===== src/rtl/core/horspool_substring_search_defines.svh =====
// Assertion macros used by the substring search top level.
// Needs no other file; include it by its bare name.
`ifndef HORSPOOL_SUBSTRING_SEARCH_DEFINES_SVH
`define HORSPOOL_SUBSTRING_SEARCH_DEFINES_SVH

// Same-cycle implication, checked outside reset.
`define HSS_ASSERT_NOW(lbl, clk_s, rst_s, ante, cons, msg) \
  lbl: assert property (@(posedge clk_s) disable iff (rst_s) (ante) |-> (cons)) \
    else $error(msg);

// Next-cycle implication, checked outside reset.
`define HSS_ASSERT_NEXT(lbl, clk_s, rst_s, ante, cons, msg) \
  lbl: assert property (@(posedge clk_s) disable iff (rst_s) (ante) |=> (cons)) \
    else $error(msg);

`endif


===== src/rtl/core/hss_ram.sv =====
// Simple dual-port RAM: one write port, one read port with registered data.
// Stands alone; no package needed.
module hss_ram #(
  parameter int DEPTH = 64,
  parameter int WIDTH = 8
) (
  input  logic                     clk,
  input  logic                     we,
  input  logic [$clog2(DEPTH)-1:0] waddr,
  input  logic [WIDTH-1:0]         wdata,
  input  logic [$clog2(DEPTH)-1:0] raddr,
  output logic [WIDTH-1:0]         rdata
);

  logic [WIDTH-1:0] mem [DEPTH];

  always_ff @(posedge clk) begin
    if (we) begin
      mem[waddr] <= wdata;
    end
  end

  always_ff @(posedge clk) begin
    rdata <= mem[raddr];
  end

endmodule


===== config.mk =====
export PLATFORM = sky130hd
export DESIGN_NAME = hss_ram
export DESIGN_NICKNAME = d
export VERILOG_FILES = /design/src/rtl/core/horspool_substring_search_defines.svh /design/src/rtl/core/hss_ram.sv
export SDC_FILE = /design/constraint.sdc
export NUM_CORES = 1
export LEC_CHECK = 0
export BUFFER_PORTS_ARGS = -buffer_cell sky130_fd_sc_hd__buf_4
export CORE_ASPECT_RATIO = 0.7
export CORE_MARGIN = 2
export CORE_UTILIZATION = 45
export CTS_CLUSTER_SIZE = 8
export DETAILED_ROUTE_END_ITERATION = 10
export MAX_ROUTING_LAYER = met4
export PLACE_DENSITY_LB_ADDON = 0.2
export SLEW_MARGIN = 10
export SYNTH_ARGS = -nofsm -noshare
export SYNTH_HDL_FRONTEND = slang
export SYNTH_SLANG_ARGS = --single-unit

===== constraint.sdc =====
create_clock -name clk -period 2.7 [get_ports clk]
set_input_delay 0.54 -clock clk [delete_from_list [all_inputs] [get_ports clk]]
set_output_delay 0.54 -clock clk [all_outputs]
set_load 0.05 [all_outputs]

* Word-level counts from Yosys, hierarchy flattened
Memory sizes are Yosys's and may differ from the RTL's. A register that Yosys moved wholly into a read port is not among the register bits. Cells that the tools add are included.
Cells by class: multiplexer cells 2
Operators by type and width (count):
- 1-bit two-way mux | 2
Storage, ports and cells: output and inout bits 8, memories 1, bits in registers 0, bits in writable memories 512, logic and storage cells 3, input port bits 22
Memory list:
- mem | words 64, width 8, read ports 1, clocked after memory_dff 1, write ports 1, RTL line hss_ram.sv:15 | logic [WIDTH-1:0] mem [DEPTH];

* Logic depth before layout (Yosys ltp)
Gate-level depths: netlist of the first run.
depth after elaboration 2, depth in mapped cells 9, depth with buffers taken out 5

* Least setup slack after synthesis of the first run
OpenSTA, ideal clock, no wires.
path kind input to register, start point in raddr[1], end point reg rdata[3], read port of mem, arrival time 2.080 ns, cell stages on the path 7, required time 2.572 ns, setup slack 0.492 ns, library setup time 0.128 ns, path buffers 3, cells stage by stage buf_4 > buf_2 > buf_2 > mux4_2 > mux4_2 > o21ai_1 > o41ai_1
RTL lines:
- from (decl) | RTL line hss_ram.sv:11 | input logic [$clog2(DEPTH)-1:0] raddr,
- to (decl) | RTL line hss_ram.sv:12 | output logic [WIDTH-1:0] rdata

==> metrics.md, run 1 <==
| Metric | Value |
|---|---|
| Post-route setup TNS | 0 ns |
| Remaining global-route overflow | 0 |
| Power Dens Cells | 759.1 nW/um^2 |
| Register area | 15530 um^2 |
| Area grow syn2layout | 18.12% |
| Post_cts resized | 0 |
| First-pass DRT Iterations | 5 |
| Met3 wire len | 3.567 mm |
| Root Buffer | clkbuf_16 |
| Top cell type's share of synthesized area | 76.24% |
| Outcome | finished clean |
| Area post-placement | 21840 um^2 |
| Hold WS | 0.4252 ns |
| Peak supply drop | 0.0005010 V |
| Clock sinks | 520 |
| Post-synthesis async set-or-reset flop share | 0% |
| Die H | 181.1 um |
| Post-Syn Area | 20170 um^2 |
| DIE WIDTH | 257.0 um |
| Final ANT Viol Nets | 0 |
| Syn_nets | 962 |
| Synth area leaders | edfxtp_1 (76%), mux4_2 (14%), nor2_1 (1.5%) |
| Post-synthesis sequential area ratio | 77.03% |
| CP Launch Type | input pin |
| Worst-Margin Slew | 0.7441 ns |
| First-pass GRT wire length | 70.91 mm |
| Detailed-route via count | 10095 |
| Clk_lat worst skew | 0.58 ns |
| Max layer used | met4 |
| Io pins | 30 |
| Synth Register Bits | 520 |
| Worst path required time | 3.14 ns |
| HP Class | in -> reg |
| Pin count of the biggest net entering global routing | 65 |
| Antenna fix cells | 0 |
| Share of layout cells above drive strength 1 | 32.65% |
| Fin crit period | 2.397 ns |
| H-tree levels | 3 |
| Pleak | 0.007725 uW |
| Initial core utilization | 45.87% |
| Cell taking the most area after synthesis | edfxtp_1 |
| Worst Clk Skew | 0.02305 ns |
| DIE AREA | 46550 um^2 |
| Initial antenna violation count | 0 |
| Design Area, Final | 23820 um^2 |
| Post-DP HPWL | 29.91 mm |
| Setup Viol. Count Final | 0 |
| Number of I/O port buffers | 29 |
| Critical Path Sink Type | flip-flop |
| Crit Path Category | in -> reg |
| Multi-input combinational cell area | 4315 um^2 |
| Worst-path clk slew | 0.05 ns |
| Final Hold Viols | 0 |
| Total Wirelength | 47.74 mm |
| Most frequent cells in the layout | edfxtp_1 (512), buf_4 (137), mux4_2 (126) |
| Layout fillers | 3367 |
| DRT iter0 DRCs | 1132 |
| Period Utilization, post-route | 88.79% |
| Post-CTS Setup Inserts | 0 |
| Vias in the first global route | 10168 |
| DP Worst Slack | -0.2557 ns |
| Post-synth EDFFs | 512 |
| Vias per inst | 5.866 |
| Placer congestion estimate | 0.8166 |
| Hold buffers post-CTS | 0 |
| Max Fclk | 417.1 MHz |
| Layout Utilization | 54.19% |
| Slew margin rel. | 50.40% |
| Main flop type after synthesis | edfxtp_1 |
| Cell count after synthesis | 940 |
| Max-slew violations | 0 |
| Avg Cell Area, Syn | 21.45 um^2 |
| Row count | 64 |
| Critical Path AT | 2.83 ns |
| CTS tree | done |
| Crit-path max FO | 21 |
| M1 wire length | 22.57 mm |
| Final worst slack | 0.3025 ns |
| Worst-case clock buffer depth | 3 |
| Final nets | 1135 |
| Synth warnings | 0 |
| Cell variety after synth | 40 |
| Gr usage total | 21.92% |
| Most common cell after layout, fill and taps aside | edfxtp_1 |
| Met2 routed WL | 20.42 mm |
| Core box area | 43960 um^2 |
| RSZ-0062 raised after global routing | false |
| Wire length per cell | 27.74 um |
| # DRC | 0 |
| Max-cap violations | 0 |
| CTS Buf Count | 74 |
## synth_stat cells (all sizes together) (3+ instances only)
library cell	n
o22ai	8
a21oi	3
mux4	126
a211oi	4
a221oi	6
edfxtp	512
nand3	13
o2111ai	3
mux2i	23
mux2	13
nor3	7
nand2	19
clkbuf	17
nor2b	14
o221ai	8
nand3b	3
o21ai	4
buf	34
nor2	83
a22oi	3
nand2b	7
dfxtp	8
o2bb2ai	3
## power breakdown
part | total [uW] | internal [uW] | switching, uW
Clock | 8130 | 5030 | 3110
Combinational | 955 | 373 | 581
Sequential | 8990 | 8960 | 35.3
## flip-flops by register name, indices dropped and copies added, names as in the netlist
register	flops
mem	512
rdata	8
## layer usage
layer,vias up,GRT usage (%)
met5,-,-
met4,0,6.535
met3,72,4.994
met2,416,29.21
met1,5352,33.54
li1,4255,-
## kinds of logic (layout without fill, tap and decap cells)
group	after synthesis	count (layout)	synth area share [%]
flops	520	520	77.03
buf+inv	51	238	1.570
compound gates	54	54	2.072
simple gates	153	153	3.387
mux	162	162	15.94
## worst paths after layout
kind / from / endpoint / slack (ns) / depth (start not counted)
worst min-delay path: raddr[5] / rdata[5]$_DFF_P_ / 0.43 / 2
worst max register to register: mem[24][6]$_DFFE_PP_ / rdata[6]$_DFF_P_ / 0.35 / 5
worst max-delay path: raddr[0] / rdata[6]$_DFF_P_ / 0.30 / 6
worst min register to register: mem[31][4]$_DFFE_PP_ / rdata[4]$_DFF_P_ / 0.86 / 3
## per-stage QoR
step	instances	total power (uW)
3_5_place_dp	1631	10110
5_1_grt	1721	18630
3_3_place_gp	1631	10100
6_report	1721	18080
2_1_floorplan	940	9651
4_1_cts	1721	18250
## final cells by class
cell class	count	area share (%)
clock inverters	2	0.07353
clock buffers	88	8.262
repair buffers	148	5.216
well taps	594	3.120
flip-flops and latches	520	65.21
multi-input cells	369	18.12
## critical path, cell delays in order
cell	delay, ns
clkbuf_8	0.32
mux4_2	0.57
mux2_2	0.31
o221a_2	0.29
nor3_1	0.61
o32ai_1	0.17
Power figures use the tool's default switching activity.
==> run 2: changes to the inputs <==
==> constraint.sdc (replaced) <==
create_clock -name clk -period 2.9 [get_ports clk]
set_input_delay 0.58 -clock clk [delete_from_list [all_inputs] [get_ports clk]]
set_output_delay 0.58 -clock clk [all_outputs]
set_load 0.05 [all_outputs]
==> metrics.md, run 2 (synthesis results as in run 1) <==
| Metric | Value |
|---|---|
| Regs by FF count | mem x512, rdata x8 |
| Final nets | 1111 |
| Post-route setup TNS | 0 ns |
| CTS Buf Count | 74 |
| Busiest layer in global routing | met1 |
| Core box area | 43960 um^2 |
| Outcome | finished clean |
| Worst-case clock buffer depth | 3 |
| Worst reg-to-reg path cell count | 5 |
| Row count | 64 |
| Crit Path Category | in -> reg |
| CTS tree | done |
| Worst Min Path Start | raddr[5] |
| Multi-input combinational cell area | 4315 um^2 |
| Setup Viol. Count Final | 0 |
| Number of I/O port buffers | 29 |
| DRT iter0 DRCs | 994 |
| Worst r2r src | mem[29][6]$_DFFE_PP_ |
| DIE AREA | 46550 um^2 |
| Power Dens Cells | 716.5 nW/um^2 |
| First-pass DRT Iterations | 5 |
| Die H | 181.1 um |
| Root Buffer | clkbuf_16 |
| WHS Path Cells | 2 |
| R2r endpoint | rdata[6]$_DFF_P_ |
| Worst Clk Skew | 0.02155 ns |
| CP Launch Type | input pin |
| Worst setup path end | rdata[6]$_DFF_P_ |
| Placer congestion estimate | 0.8334 |
| Clock sinks | 520 |
| Post_cts resized | 0 |
| Pleak | 0.007604 uW |
| Gr usage total | 21.05% |
| Vias per inst | 5.729 |
| Met2 Use GR | 28.65% |
| Critical Path AT | 2.66 ns |
| Max Fclk | 451.8 MHz |
| Worst path required time | 3.35 ns |
| Met1 Track Usage GR | 31.55% |
| Final Hold Viols | 0 |
| Vias in the first global route | 9978 |
| Most frequent cells in the layout | edfxtp_1 (512), mux4_2 (126), buf_4 (118) |
| Max reg flops | 512 |
| Register area | 15530 um^2 |
| Wire length per cell | 27.16 um |
| Peak supply drop | 0.0004274 V |
| # DRC | 0 |
| Slew margin rel. | 49.44% |
| Antenna fix cells | 0 |
| HP Class | in -> reg |
| Post-CTS Setup Inserts | 0 |
| Layout Utilization | 53.78% |
| Max-slew violations | 0 |
| Total Wirelength | 46.56 mm |
| Initial antenna violation count | 0 |
| Worst-Margin Slew | 0.7585 ns |
| Io pins | 30 |
| First-pass GRT wire length | 68.25 mm |
| Reg2reg setup slack | 0.73 ns |
| Initial core utilization | 45.87% |
| Area grow syn2layout | 17.24% |
| Layout fillers | 3363 |
| Hold buffers post-CTS | 0 |
| Detailed-route via count | 9819 |
| H-tree levels | 3 |
| Pin count of the biggest net entering global routing | 65 |
| Period Utilization, post-route | 76.32% |
| Pwr Total | 16940 uW |
| Fin crit period | 2.213 ns |
| Post-DP HPWL | 28.61 mm |
| Crit-path max FO | 23 |
| RSZ-0062 raised after global routing | false |
| Met3 global-route usage | 5.934% |
| Share of layout cells above drive strength 1 | 30.71% |
| Top reg by flops | mem |
| DIE WIDTH | 257.0 um |
| Worst Setup SP | raddr[0] |
| Final ANT Viol Nets | 0 |
| Most common cell after layout, fill and taps aside | edfxtp_1 |
| Max-cap violations | 0 |
| Critical Path Sink Type | flip-flop |
| Worst-path clk slew | 0.05 ns |
| Remaining global-route overflow | 0 |
| Clk_lat worst skew | 0.58 ns |
## run 2: report_power, final
part	switching, uW	internal [uW]
sequential	32.4	8340
combinational	526	321
clock	2950	4780
total	3510	13400
## run 2: layout make-up
cell class	count	area share (%)
tap	594	3.144
clock buffer	105	8.594
timing repair buffer	124	4.228
clock inverter	2	0.07409
multi-input combinational	369	18.25
sequential	520	65.71
## run 2: worst min-delay path by stage
stage,to,slack [ns]
CTS,rdata[1]$_DFF_P_,0.37
global placement,rdata[6]$_DFF_P_,0.81
finish,rdata[3]$_DFF_P_,0.39
global route,rdata[3]$_DFF_P_,0.37
floorplan,mem[0][0]$_DFFE_PP_,0.68
detailed placement,rdata[2]$_DFF_P_,0.84
## run 2: worst max-delay path, stage by stage
cell	delay (ns)
clkbuf_8	0.31
mux4_2	0.56
mux2_2	0.30
o221a_2	0.31
nor3_1	0.43
o32ai_1	0.16
## run 2: metal layers
layer	routed length (um)	up-vias	share of wire [%]
met5	0	-	0
met4	698	0	1.5
met1	21770	5184	47
li1	-	4212	-
met3	3766	52	8.1
met2	20320	371	44
## run 2: metrics by stage
stage | instances | instance area [um^2] | hold slack [ns] | worst slack, ns
4_1_cts | 1714 | 23640 | 0.3652 | 0.6879
3_5_place_dp | 1607 | 21590 | 0.8448 | 0.07205
6_report | 1714 | 23640 | 0.3925 | 0.6866
3_3_place_gp | 1607 | 21590 | 0.8073 | 0.1010
2_1_floorplan | 940 | 20170 | 0.6789 | 0.6523
5_1_grt | 1714 | 23640 | 0.3675 | 0.6810
==> run 3: changes to the inputs <==
--- a/config.mk
+++ b/config.mk
@@ -5,6 +5,7 @@
 export SDC_FILE = /design/constraint.sdc
 export NUM_CORES = 1
 export LEC_CHECK = 0
+export ABC_AREA = 1
 export BUFFER_PORTS_ARGS = -buffer_cell sky130_fd_sc_hd__buf_4
 export CORE_ASPECT_RATIO = 0.7
 export CORE_MARGIN = 2
==> constraint.sdc (replaced) <==
create_clock -name clk -period 2.02 [get_ports clk]
set_input_delay 0.404 -clock clk [delete_from_list [all_inputs] [get_ports clk]]
set_output_delay 0.404 -clock clk [all_outputs]
set_load 0.05 [all_outputs]
==> metrics.md, run 3 <==
| Metric | Value |
|---|---|
| Outcome | finished clean |
| Area grow syn2layout | 16.03% |
| Final nets | 1948 |
| Synth area leaders | edfxtp_1 (72%), nand2_1 (11%), nand3_1 (10%) |
| Row count | 66 |
| Top reg by flops | mem |
| Most common cell after layout, fill and taps aside | nand2_1 |
| H-tree levels | 3 |
| Post-synth EDFFs | 512 |
| Remaining global-route overflow | 0 |
| Core box area | 46660 um^2 |
| Top post-synthesis cells by count | nand2_1 (648), edfxtp_1 (512), nand3_1 (439), nor2_1 (56), buf_2 (37) |
| Worst-path clk slew | 0.05 ns |
| Post-synthesis async set-or-reset flop share | 0% |
| CTS tree | done |
| Worst Clk Skew | 0.01752 ns |
| Top Family by Delay on Critical Path | flip-flops |
| Max Fclk | 582.6 MHz |
| Layout Utilization | 53.07% |
| Post-CTS Setup Inserts | 0 |
| Main flop type after synthesis | edfxtp_1 |
| Hold WS | 0.07728 ns |
| Slew margin rel. | 40.67% |
| Cell taking the most area after synthesis | edfxtp_1 |
| Share of layout cells above drive strength 1 | 12.33% |
| Final worst slack | 0.3036 ns |
| Max-cap violations | 0 |
| Area post-placement | 22740 um^2 |
| CTS Buf Count | 74 |
| Worst-case clock buffer depth | 3 |
| Setup Viol. Count Final | 0 |
| Synth warnings | 0 |
| Pleak | 0.009114 uW |
| Detailed-route via count | 14168 |
| Clk_lat worst skew | 0.59 ns |
| Most frequent cells in the layout | nand2_1 (648), edfxtp_1 (512), nand3_1 (439) |
| Final Hold Viols | 0 |
| Avg Cell Area, Syn | 11.82 um^2 |
| Initial core utilization | 45.74% |
| Regs by FF count | mem x512, rdata x8 |
| Pin count of the biggest net entering global routing | 71 |
| Synth Register Bits | 520 |
| Slowest stage delay, CP | 0.46 ns |
| Gr usage total | 24.13% |
| Io pins | 30 |
| Vias per inst | 5.519 |
| Post-DP HPWL | 34.23 mm |
| Die H | 186.2 um |
| Final non-filler cell total | 2567 |
| Top cell type's share of synthesized area | 72.05% |
| Max-slew violations | 0 |
| DIE WIDTH | 264.3 um |
| DIE AREA | 49210 um^2 |
| RSZ-0062 raised after global routing | false |
| Cell variety after synth | 16 |
| CP bufs+invs | 1 |
| First-pass GRT wire length | 85.55 mm |
| # DRC | 0 |
| CP cell instances | buf_4 |
| Antenna fix cells | 0 |
| DRT iter0 DRCs | 1732 |
| Critical Path Sink Type | output pin |
| Hold buffers post-CTS | 0 |
| Clock sinks | 520 |
| Vias in the first global route | 13366 |
| Peak supply drop | 0.0009496 V |
| CP Launch Type | flip-flop |
| First-pass DRT Iterations | 6 |
| Crit-path max FO | 1 |
| Total Wirelength | 57.16 mm |
| Design Area, Final | 24760 um^2 |
| Max reg flops | 512 |
| Syn_nets | 1827 |
| Wire length per cell | 22.27 um |
| Post_cts resized | 0 |
| Post-synthesis sequential area ratio | 72.80% |
| Cell count after synthesis | 1805 |
| Worst-Margin Slew | 0.8900 ns |
| Period Utilization, post-route | 84.97% |
| Post-Syn Area | 21340 um^2 |
| Root Buffer | clkbuf_16 |
| Top-count cell post-synth | nand2_1 |
| Number of I/O port buffers | 29 |
| HP Class | in -> reg |
| Worst path required time | 1.62 ns |
| Dpl cells | 2462 |
| Critical Path AT | 1.31 ns |
| Initial antenna violation count | 0 |
| DP Worst Slack | 0.03497 ns |
| Crit-path slowest cell | dfxtp_1 |
| Power Dens Cells | 993.6 nW/um^2 |
| Placer congestion estimate | 0.9065 |
| Crit Path Category | reg -> out |
| Fin crit period | 1.716 ns |
| Final ANT Viol Nets | 0 |
run 3: changes by cell type after synthesis, sizes merged, moves of 13 or more:
cell / before / now
nand2: 19 / 648
nand3: 13 / 439
mux4: 126 / 0
buf: 34 / 98
nor2: 83 / 56
mux2i: 23 / 0
nor2b: 14 / 0
mux2: 13 / 0
run 3: layout make-up:
cell class	instances	area [um^2]
fill	3931	21900
sequential	520	15530
multi-input combinational	1160	4946
clock buffer	99	1946
timing repair buffer	158	1440
tap	612	765.7
clock inverter	6	75.07
inverter	12	52.55
run 3: metal layers:
metal	global-route usage, %	vias up	share of wire [%]
li1	-	6575	-
met1	36.22	6928	48
met2	33.39	586	42
met3	4.976	79	8.3
met4	6.136	0	1.9
met5	-	-	0
run 3: where the power goes:
part           switching, uW  leakage (uW)  internal [uW]
Combinational           1160       0.00346            446
Sequential              44.0       0.00467          12000
Clock                   4330      0.000976           6650
run 3: kinds of logic (layout without fill, tap and decap cells):
kind of cell / Yosys count / in the layout / share of synthesized area (%)
buf+inv: 125 / 275 / 4.022
flops: 520 / 520 / 72.80
simple gates: 1160 / 1160 / 23.18
run 3: per-stage QoR:
step | power [uW] | TNS (ns)
floorplan | 13100 | -9.607
global placement | 13800 | 0
detailed placement | 13810 | 0
CTS | 24760 | 0
global route | 25330 | 0
finish | 24600 | 0
run 3: final timing paths:
check,cells after the start,startpoint,slack [ns],endpoint
worst max register to register,8,mem[51][6]$_DFFE_PP_,0.63,rdata[6]$_DFF_P_
worst max-delay path,1,rdata[2]$_DFF_P_,0.30,rdata[2]
worst min-delay path,1,wdata[1],0.08,mem[38][1]$_DFFE_PP_
worst min register to register,8,mem[45][7]$_DFFE_PP_,0.82,rdata[7]$_DFF_P_
